## src/hw/rtl/name_token_validator_assert.svh

```systemverilog
// Assertion macros for the name token validator top level.
// Needs a clk and an active-low rst_n in the scope that uses them.
`ifndef NAME_TOKEN_VALIDATOR_ASSERT_SVH
`define NAME_TOKEN_VALIDATOR_ASSERT_SVH

// Same-cycle implication, disabled while in reset.
`define NTV_ASSERT_NOW(label, ante, cons, msg) \
    label: assert property (@(posedge clk) disable iff (!rst_n) (ante) |-> (cons)) \
        else $error(msg);

// Next-cycle implication, disabled while in reset.
`define NTV_ASSERT_NEXT(label, ante, cons, msg) \
    label: assert property (@(posedge clk) disable iff (!rst_n) (ante) |=> (cons)) \
        else $error(msg);

`endif

```

## src/hw/rtl/ntv_pkg.sv

```systemverilog
// Package for the name token validator: verdict codes, per-name state,
// reserved word constants and character class helpers. No dependencies.
`default_nettype none

package ntv_pkg;

    typedef enum logic [2:0] {
        VERDICT_OK        = 3'd0,
        VERDICT_EMPTY     = 3'd1,
        VERDICT_TOO_LONG  = 3'd2,
        VERDICT_BAD_FIRST = 3'd3,
        VERDICT_BAD_LATER = 3'd4,
        VERDICT_RESERVED  = 3'd5
    } verdict_t;

    localparam int WORD_COUNT = 3;

    // Reserved words, byte 0 in the low bits; bit w of the match flags tracks word w.
    localparam logic [7:0][7:0] WORD_NONE    = 64'h00000000_656E6F6E; // none
    localparam logic [7:0][7:0] WORD_DEFAULT = 64'h00746C75_61666564; // default
    localparam logic [7:0][7:0] WORD_DOMAIN0 = 64'h302D6E69_616D6F44; // Domain-0

    localparam logic [WORD_COUNT-1:0][7:0][7:0] RES_WORDS =
        {WORD_DOMAIN0, WORD_DEFAULT, WORD_NONE};
    localparam logic [WORD_COUNT-1:0][3:0] RES_LENGTHS = {4'd8, 4'd7, 4'd4};

    // Suffix that marks a reserved name; oldest byte in the top slot.
    localparam logic [2:0][7:0] SUFFIX_DM = "-dm";

    localparam logic [7:0] MAX_LEN_RESET = 8'd31;

    typedef struct packed {
        logic [7:0]            char_count;  // bytes seen, saturates at 255
        verdict_t              first_error; // VERDICT_OK means none yet
        logic [2:0][7:0]       recent;      // [0] newest
        logic [WORD_COUNT-1:0] match;       // set while word still matches
    } name_state_t;

    localparam name_state_t NAME_STATE_RESET = '{
        char_count:  8'd0,
        first_error: VERDICT_OK,
        recent:      24'd0,
        match:       {WORD_COUNT{1'b1}}
    };

    function automatic logic is_letter(input logic [7:0] c);
        return (c inside {[8'h61:8'h7A], [8'h41:8'h5A]});
    endfunction

    function automatic logic is_later_ok(input logic [7:0] c);
        return is_letter(c) || (c inside {[8'h30:8'h39], 8'h5F, 8'h2E, 8'h2D});
    endfunction

endpackage

`default_nettype wire

```

## src/hw/rtl/ntv_scan.sv

```systemverilog
// Per-byte name check: next name state and the verdict for one item.
// Purely combinational; uses ntv_pkg.
`default_nettype none

module ntv_scan
    import ntv_pkg::*;
(
    input  name_state_t state,
    input  logic [7:0]  name_char,
    input  logic        char_absent,
    input  logic        last_char,
    input  logic [7:0]  max_len,
    output name_state_t state_next,
    output verdict_t    verdict
);

    name_state_t upd;
    logic [8:0]  len9;
    logic        word_hit;

    // Fold the byte into the running state.
    always_comb
    begin
        upd = state;
        if (!char_absent)
        begin
            if (state.first_error == VERDICT_OK)
            begin
                if (state.char_count == 8'd0)
                begin
                    if (!is_letter(name_char))
                        upd.first_error = VERDICT_BAD_FIRST;
                end
                else if (!is_later_ok(name_char))
                begin
                    upd.first_error = VERDICT_BAD_LATER;
                end
            end
            for (int w = 0; w < WORD_COUNT; w++)
            begin
                if ((state.char_count >= {4'd0, RES_LENGTHS[w]}) ||
                    (RES_WORDS[w][state.char_count[2:0]] != name_char))
                    upd.match[w] = 1'b0;
            end
            upd.recent = {state.recent[1], state.recent[0], name_char};
            if (state.char_count != 8'hFF)
                upd.char_count = state.char_count + 8'd1;
        end
    end

    // Length with this byte, 9 bits so a full count still reads as too long.
    assign len9 = char_absent ? {1'b0, state.char_count}
                              : {1'b0, state.char_count} + 9'd1;

    always_comb
    begin
        word_hit = 1'b0;
        for (int w = 0; w < WORD_COUNT; w++)
        begin
            if (upd.match[w] && (len9 == {5'd0, RES_LENGTHS[w]}))
                word_hit = 1'b1;
        end
    end

    always_comb
    begin
        if (len9 == 9'd0)
            verdict = VERDICT_EMPTY;
        else if (len9 > {1'b0, max_len})
            verdict = VERDICT_TOO_LONG;
        else if (upd.first_error != VERDICT_OK)
            verdict = upd.first_error;
        else if ((len9 >= 9'd4) && (upd.recent == SUFFIX_DM))
            verdict = VERDICT_RESERVED;
        else if (word_hit)
            verdict = VERDICT_RESERVED;
        else
            verdict = VERDICT_OK;
    end

    assign state_next = last_char ? NAME_STATE_RESET : upd;

endmodule

`default_nettype wire

```

## src/hw/rtl/name_token_validator.sv

```systemverilog
// Top level of the name token validator: input register, name state,
// verdict register, limit register. Uses ntv_pkg, ntv_scan and the assert macros.
//
//  channel  | direction | handshake            | payload
//  ---------+-----------+----------------------+---------------------------------
//  input    | in        | in_valid / in_stall  | name_char, char_absent, last_char
//  result   | out       | out_valid / out_stall| verdict
//  config   | in        | cfg_valid / cfg_ready| max_name_length
//
// One item per cycle sustained while no last item waits on a stalled result. An
// item is held in the input register, then the scan logic updates the name state;
// a last item loads the verdict register and sets out_valid.
// Reset clears the name state, both valid bits and sets the limit to 31.
// Only a last item waits on a full, stalled result register; in_stall follows.
// cfg_ready is high whenever the input register is empty.
`default_nettype none

`include "name_token_validator_assert.svh"

module name_token_validator
    import ntv_pkg::*;
(
    input  logic       clk,
    input  logic       rst_n,
    // input channel
    input  logic       in_valid,
    output logic       in_stall,
    input  logic [7:0] name_char,
    input  logic       char_absent,
    input  logic       last_char,
    // result channel
    output logic       out_valid,
    input  logic       out_stall,
    output logic [2:0] verdict,
    // limit register write
    input  logic       cfg_valid,
    output logic       cfg_ready,
    input  logic [7:0] max_name_length
);

    // input register
    logic        s1_valid_reg;
    logic        s1_valid_next;
    logic [7:0]  s1_char_reg;
    logic        s1_absent_reg;
    logic        s1_last_reg;

    // per-name state and limit
    name_state_t state_reg;
    name_state_t state_next;
    logic [7:0]  max_len_reg;

    // result register
    logic        out_valid_reg;
    logic        out_valid_next;
    verdict_t    verdict_reg;
    verdict_t    verdict_calc;

    logic        in_xfer;
    logic        out_free;
    logic        s1_go;
    logic        s1_done;

    // Result slot is free if empty or being drained this cycle.
    assign out_free = !out_valid_reg || !out_stall;
    // Non-last items never need the result slot.
    assign s1_go    = s1_valid_reg && (!s1_last_reg || out_free);
    assign s1_done  = s1_go && s1_last_reg;
    assign in_stall = s1_valid_reg && !s1_go;
    assign in_xfer  = in_valid && !in_stall;

    ntv_scan u_scan (
        .state       (state_reg),
        .name_char   (s1_char_reg),
        .char_absent (s1_absent_reg),
        .last_char   (s1_last_reg),
        .max_len     (max_len_reg),
        .state_next  (state_next),
        .verdict     (verdict_calc)
    );

    always_comb
    begin
        if (in_xfer)
            s1_valid_next = 1'b1;
        else if (s1_go)
            s1_valid_next = 1'b0;
        else
            s1_valid_next = s1_valid_reg;
    end

    always_comb
    begin
        if (s1_done)
            out_valid_next = 1'b1;
        else if (!out_stall)
            out_valid_next = 1'b0;
        else
            out_valid_next = out_valid_reg;
    end

    always_ff @(posedge clk or negedge rst_n)
    begin
        if (!rst_n)
        begin
            s1_valid_reg  <= 1'b0;
            out_valid_reg <= 1'b0;
            state_reg     <= NAME_STATE_RESET;
            max_len_reg   <= MAX_LEN_RESET;
        end
        else
        begin
            s1_valid_reg  <= s1_valid_next;
            out_valid_reg <= out_valid_next;
            if (s1_go)
                state_reg <= state_next;
            if (cfg_valid && cfg_ready)
                max_len_reg <= max_name_length;
        end
    end

    // Payload registers, no reset.
    always_ff @(posedge clk)
    begin
        if (in_xfer)
        begin
            s1_char_reg   <= name_char;
            s1_absent_reg <= char_absent;
            s1_last_reg   <= last_char;
        end
        if (s1_done)
            verdict_reg <= verdict_calc;
    end

    assign cfg_ready = !s1_valid_reg;
    assign out_valid = out_valid_reg;
    assign verdict   = verdict_reg;

    // A finished name always produces a result in the next cycle.
    `NTV_ASSERT_NEXT(a_done_gives_result, s1_done, out_valid_reg, "verdict lost")
    // No result without a finished name.
    `NTV_ASSERT_NEXT(a_no_spurious_result, !out_valid_reg && !s1_done, !out_valid_reg,
        "result with no name end")
    // The name state is back at reset after each verdict.
    `NTV_ASSERT_NEXT(a_state_cleared, s1_done, state_reg == NAME_STATE_RESET,
        "name state not cleared")
    // Input stalls only behind a last item waiting on a blocked result.
    `NTV_ASSERT_NOW(a_stall_cause, in_stall,
        s1_valid_reg && s1_last_reg && out_valid_reg && out_stall, "stall without cause")

endmodule

`default_nettype wire

```

## config.mk

```make
export PLATFORM = sky130hd
export DESIGN_NAME = name_token_validator
export DESIGN_NICKNAME = d
export VERILOG_FILES = /design/src/hw/rtl/ntv_pkg.sv /design/src/hw/rtl/ntv_scan.sv /design/src/hw/rtl/name_token_validator.sv
export VERILOG_INCLUDE_DIRS = /design/src /design/src/hw/rtl
export SDC_FILE = /design/constraint.sdc
export NUM_CORES = 1
export LEC_CHECK = 0
export BUFFER_PORTS_ARGS = -buffer_cell sky130_fd_sc_hd__buf_2
export CORE_MARGIN = 4
export CORE_UTILIZATION = 29
export CTS_BUF_LIST = sky130_fd_sc_hd__clkbuf_2
export DETAILED_ROUTE_END_ITERATION = 7
export PLACE_DENSITY = 0.56
export SYNTH_ARGS = -nofsm -noshare
export SYNTH_HDL_FRONTEND = slang
export SYNTH_SLANG_ARGS = --single-unit
```

## constraint.sdc

```tcl
create_clock -name clk -period 6.95 [get_ports clk]
set_input_delay 0.3475 -clock clk [delete_from_list [all_inputs] [get_ports clk]]
set_output_delay 0.3475 -clock clk [all_outputs]
set_load 0.02 [all_outputs]
```

## Word-level counts from Yosys, hierarchy flattened

Memories as Yosys holds them, arrays and structs flattened.
Index checks and enable logic that the tools add are counted.
Widths: inputs -> output; s select.

- Add/sub/neg operators: 2
- Order comparisons: 12
- Equality and inequality tests: 13
- Mux-type cells: 25
- Reductions and logical operators: 34

Operators by type and width:

| kind | count |
|---|---|
| $mux 38 | 2 |
| $mux 8 | 4 |
| $eq 24x22->1 const B | 1 |
| $ne 8x8->1 | 3 |
| $mux 3 | 7 |
| $eq 9x3->1 const B | 2 |
| $eq 8x6->1 const B | 2 |
| $ge 8x3->1 const B | 2 |
| $ge 8x7->1 const B | 2 |
| $le 8x7->1 const B | 2 |
| $logic_and 1x1->1 | 12 |
| $mux 1 | 10 |
| $add 8x1->9 const B | 1 |
| $eq 9x4->1 const B | 1 |
| $ge 9x3->1 const B | 1 |
| $gt 9x8->1 | 1 |
| $logic_not 9->1 | 1 |
| $mux 9 | 1 |
| $add 8x1->8 const B | 1 |
| $eq 8x7->1 const B | 1 |
| $ge 8x4->1 const B | 1 |
| $ge 8x6->1 const B | 1 |
| $le 8x6->1 const B | 1 |
| $logic_not 8->1 | 1 |
| 12 further kinds | 25 |

- Bits in registers: 61
- Bits in read-only memories: 192
- Input bits: 23
- Output and inout bits: 6
- Logic and storage cells: 103
- Memories kept: 3

Memories:

| memory | depth | bits a word | read ports | clocked after Yosys merged registers in | write ports | RTL line | text |
|---|---|---|---|---|---|---|---|
| (no name shown) | 8 | 8 | 1 | 0 | 0 | ntv_scan.sv:42 | `(RES_WORDS[w][state.char_count[2:0]] != name_char))` |
| (no name shown) | 8 | 8 | 1 | 0 | 0 | ntv_scan.sv:42 |  |
| (no name shown) | 8 | 8 | 1 | 0 | 0 | ntv_scan.sv:42 |  |

## Longest topological paths before layout

- Depth after elaboration: 16
- Mapped depth: 14
- Depth with buffers taken out: 13

## Hierarchy

Synthesis repeated with hierarchy kept, for this count alone.

- Cell total of the unflattened synthesis: 548
- Area total of the unflattened synthesis: 4765.8 µm²

Modules (own cells, without submodules):

| module | instances | cells each | area each (µm²) | seq. area each (µm²) |
|---|---|---|---|---|
| name_token_validator | 1 | 260 | 2899.0 | 1601.5 |
| ntv_scan | 1 | 288 | 1866.8 | 0.0 |

## Least setup slack after synthesis

OpenSTA, ideal clock, no wires.

- Path type: reg-to-reg
- Start: register state_reg[30] in the netlist's numbering
- End: register verdict_reg[1] (netlist: verdict[1]), data pin
- Library setup time: 265 ps
- Arrival time: 2495 ps
- Required time: 6685 ps
- Path slack: 4190 ps
- Stages on the path, launching flop included: 14
- Path buffers: 1
- Clock period less this slack: 2760 ps
- Path through: dfrtp_1 > ha_1 > clkbuf_1 > inv_1 > ha_1 > mux2i_1 > inv_1 > ha_1 > nand3_1 > o21bai_1 > a21oi_1 > a211o_1 > a21oi_1 > a21oi_1

- Word-level cells in the longest chain between the ends: 7
- Elaborated cells between the ends (all ways): 14
- Those cells by class: add/sub (1); order compare (2); mux (7); reduce/logical (4)

RTL lines:

| element | RTL line | text |
|---|---|---|
| from (decl) | name_token_validator.sv:49 | `name_state_t state_reg;` |
| from (signal assigned) | name_token_validator.sv:116 | `state_reg <= state_next;` |
| $add 8x1->9 or $logic_not 8->1 (tied branches) | ntv_scan.sv:53, ntv_scan.sv:29 |  |
| $mux 9 or $mux 3 (tied branches) | ntv_scan.sv:52, ntv_scan.sv:29 |  |
| $ge 9x3->1 or $mux 3 (tied branches) | ntv_scan.sv:73, ntv_scan.sv:27 |  |
| $logic_and 1x1->1 or $mux 38 (tied branches) | ntv_scan.sv:73, ntv_scan.sv:25 |  |
| $mux 3 or $reduce_bool 3->1 (tied branches) | ntv_scan.sv:73, ntv_scan.sv:71 |  |
| $mux 3 | ntv_scan.sv:71 | `else if (upd.first_error != VERDICT_OK)` |
| $mux 2 | ntv_scan.sv:69 | `else if (len9 > {1'b0, max_len})` |
| to (signal assigned) | name_token_validator.sv:132 | `verdict_reg <= verdict_calc;` |
| to (decl) | name_token_validator.sv:56 | `verdict_t verdict_reg;` |

Several ways; a longest one is shown, not always the timed one. The select of a mux whose other input is x is not followed.
A chain may end at the register's enable or synchronous reset.

## Worst setup path in the final report

- Start: register state_reg[32] in the netlist's numbering
- End: register verdict_reg[2] (netlist: verdict[2]), data pin

- Word-level cells in the longest chain between the ends: 13
- Elaborated cells between the ends (all ways): 42
- Those cells by class: add/sub (1); order compare (5); eq/ne (6); mux (16); reduce/logical (11); memory (3)

RTL lines:

| element | RTL line | text |
|---|---|---|
| $mem_v2 8x8 | - |  |
| $mux 8 (implied by the code) | ntv_scan.sv:42 |  |
| $ne 8x8->1 | ntv_scan.sv:42 |  |
| $logic_or 1x1->1 | ntv_scan.sv:41 | `if ((state.char_count >= {4'd0, RES_LENGTHS[w]}) \|\|` |
| $mux 1 | ntv_scan.sv:41 |  |
| $mux 38 | ntv_scan.sv:25 | `if (!char_absent)` |
| $logic_and 1x1->1 | ntv_scan.sv:60 | `if (upd.match[w] && (len9 == {5'd0, RES_LENGTHS[w]}))` |
| $mux 1 (3 in series) | ntv_scan.sv:60 |  |
| $mux 3 | ntv_scan.sv:75 | `else if (word_hit)` |
| $mux 3 | ntv_scan.sv:73 | `else if ((len9 >= 9'd4) && (upd.recent == SUFFIX_DM))` |
| $mux 3 | ntv_scan.sv:71 |  |

Several ways; a longest one is shown, not always the timed one. The select of a mux whose other input is x is not followed.

==> results.ini <==
[outcome]
status = finished clean

[timing]
hold_violations = 0
slew_headroom = 0.453
rsz0062_at_grt = false
fin_crit_ps = 3370
fin_worst_skew_ps = 33.4
setup_viol = 0
fin_crit_sh = 0.485
slew_violations = 0
max_freq_mhz = 297
tns_ps = 0
tightest_slew_ps = 820

[logic_synthesis]
synth-seq-cells = 61
syn-instance-count = 372
yosys.area.top_type_share = 0.284
synth_top_cell_by_area = dfrtp_1
ys.flop_type = dfrtp_1
synth_edf_count = 13
synth-async-reset-ratio = 0.787
yosysMostFrequentCell = dfrtp_1
syn-cell-area_sq_mm = 0.00353
synth_commonest_cells = 40 x dfrtp_1, 30 x nand2_1, 25 x a22o_1, 25 x inv_1, 23 x clkbuf_1
syn_area_per_cell_sq_um = 9.49
synthTopCellsByArea = dfrtp_1 28%, edfxtp_1 11%, a22o_1 6.2%, dfstp_2 6.0%, ha_1 5.7%
ys_types = 56
ys_seq_area_frac = 0.454
synth_fp_nets = 411
yosys_warnings = 0

[placement]
io_buffers = 28
hpwl_um = 6250
globalplace.congestion = 0.899

[floorplan]
die_h_um = 118
io_pins = 29
coreArea_sq_mm = 0.0120
start_util = 0.295
die_x_um = 118
rows = 40
die-area_sq_mm = 0.0140

[global_routing]
busiest_layer = met2
gr-total-overflow = 0
grt_first_pass_wirelength_um = 15300
grt_util_met1 = 0.187
antenna_found_initial = 0
grt_usage = 0.134
grt_pass1_vias = 2943
use_met3 = 0.0325
met2_usage = 0.199
grt_max_degree = 49

[final_layout]
multi_input_area_sq_mm = 0.00174
fill_cells = 1205
syn_to_final_growth_pct = 15.2
final_nets = 447
regArea_sq_mm = 0.00160
drive_above_1_share = 0.143
largest_reg_flops = 38
diodes = 0

[clocking]
tritoncts = done
clock-sinks = 61
cts_setup_buffers = 0
postCtsHoldBufs = 20
clkTransAtPathRegs_ps = 190
cts_buffers = 9
clock_latency_ps = 530
clockBufferDepth = 2
ctsResizeCount = 0
cts_root_buf = clkbuf_2
htree_levels = 3

[setup_path]
path_cells = inv_1, ha_1, mux2i_1, inv_1, ha_1, a21o_1, a21oi_1, a21oi_1, a211o_1, a21oi_1, nand2b_1, a21oi_1
start_kind = register
critPathMaxStageDelay_ps = 920
arrival_ps = 3750
crit_top_cell = a21oi_1
end_kind = register
cp_slowest_cell = dfrtp_1
worstPathRequired_ps = 7330
r2r_slack_ps = 3580
critical_path_peak_fanout = 28
path_class = register to register

[route]
drc = 0
routedWlPerCell_um = 16.1
viasPerCell = 5.34
drt_iter0_markers = 262
dr.pass1.iters = 4
finalWirelength_um = 8990
ant_nets = 0
num_vias = 2989

[power_and_ir_drop]
p_leak_nw = 1.80
ir_drop_mv = 0.105
powerDensity_mw_per_mm2 = 188
p_total_w = 0.000764

[min_path]
hold_class = primary input to register

[flow_run]
cap_viol_max_count = 0

-- power by group --
| part | internal, W | switching [W] | total [W] |
|---|---|---|---|
| clock network | 0.0000445 | 0.000136 | 0.000180 |
| registers | 0.000402 | 0.0000322 | 0.000434 |
| logic | 0.0000654 | 0.0000851 | 0.000151 |
| total | 0.000512 | 0.000253 | 0.000764 |
-- per-stage QoR --
stage          instance area [sq um]  instances  hold slack [ps]   util  setup slack [ps]
2_1_floorplan                   3530        372             51.9      -              4190
3_3_place_gp                    3790        524              452  0.317              3790
3_5_place_dp                    3790        524              466  0.317              3700
4_1_cts                         4070        560             2.11  0.340              3640
5_1_grt                         4070        560             38.0  0.340              3270
6_report                        4070        560             55.6  0.340              3580
-- cell families (layout without fill, tap and decap cells) --
kind of cell               after synthesis  count (layout)  synth area share
AOI/OAI and AO/OA                      104             104             0.201
buffers and inverters                   52              93            0.0560
and+or+nand+nor                        122             122             0.189
adders and majority gates               16              16            0.0567
DFF                                     61              61             0.454
muxes                                    4               4            0.0117
xor gates and xnor gates                13              13            0.0323
-- layout by cell type, fill, tap and decap left out, types with 7 or more instances in the layout --
| cell | netlist | layout |
|---|---|---|
| a21oi_1 | 19 | 19 |
| a22o_1 | 25 | 25 |
| buf_2 | 2 | 28 |
| clkbuf_2 | 0 | 10 |
| dfrtp_1 | 40 | 40 |
| dfstp_2 | 8 | 8 |
| dlygate4sd3_1 | 0 | 20 |
| edfxtp_1 | 13 | 13 |
| ha_1 | 16 | 16 |
| inv_1 | 25 | 25 |
| nand2_1 | 30 | 30 |
| nand3_1 | 13 | 13 |
| nor2_1 | 18 | 18 |
| nor3_1 | 11 | 10 |
| o21ai_0 | 21 | 21 |
| xnor2_1 | 7 | 7 |
-- final timing paths --
| check | start | to | cells past startpoint |
|---|---|---|---|
| max reg2reg | state_reg[32] | verdict[2] | 12 |
| max in group asynchronous | rst_n | state_reg[18] | 3 |
| min in group asynchronous | rst_n | state_reg[16] | 3 |
| min reg2reg | state_reg[0] | state_reg[0] | 2 |
| max | state_reg[32] | verdict[2] | 12 |
| min | out_stall | out_valid | 3 |
-- worst max-delay path: cells and delay by family, from the launching register on --
family	cells	cell delay, ps
simple gates	1	80
buf+inv	2	310
compound gates	6	1010
fa+ha+maj	2	580
flops	1	920
mux	1	310
-- layer usage --
metal / routed length (um) / vias up
li1: - / 1437
met1: 4330 / 1448
met2: 3980 / 84
met3: 438 / 20
met4: 238 / 0
met5: 0 / -
-- layout make-up --
cell class                 count  area share
inverter                      26      0.0240
sequential                    61       0.394
multi-input combinational    259       0.428
clock inverter                 6     0.00738
timing repair buffer          51      0.0892
clock buffer                  10      0.0123
tap                          147      0.0452
No activity file was read; power rests on OpenSTA's default activity.
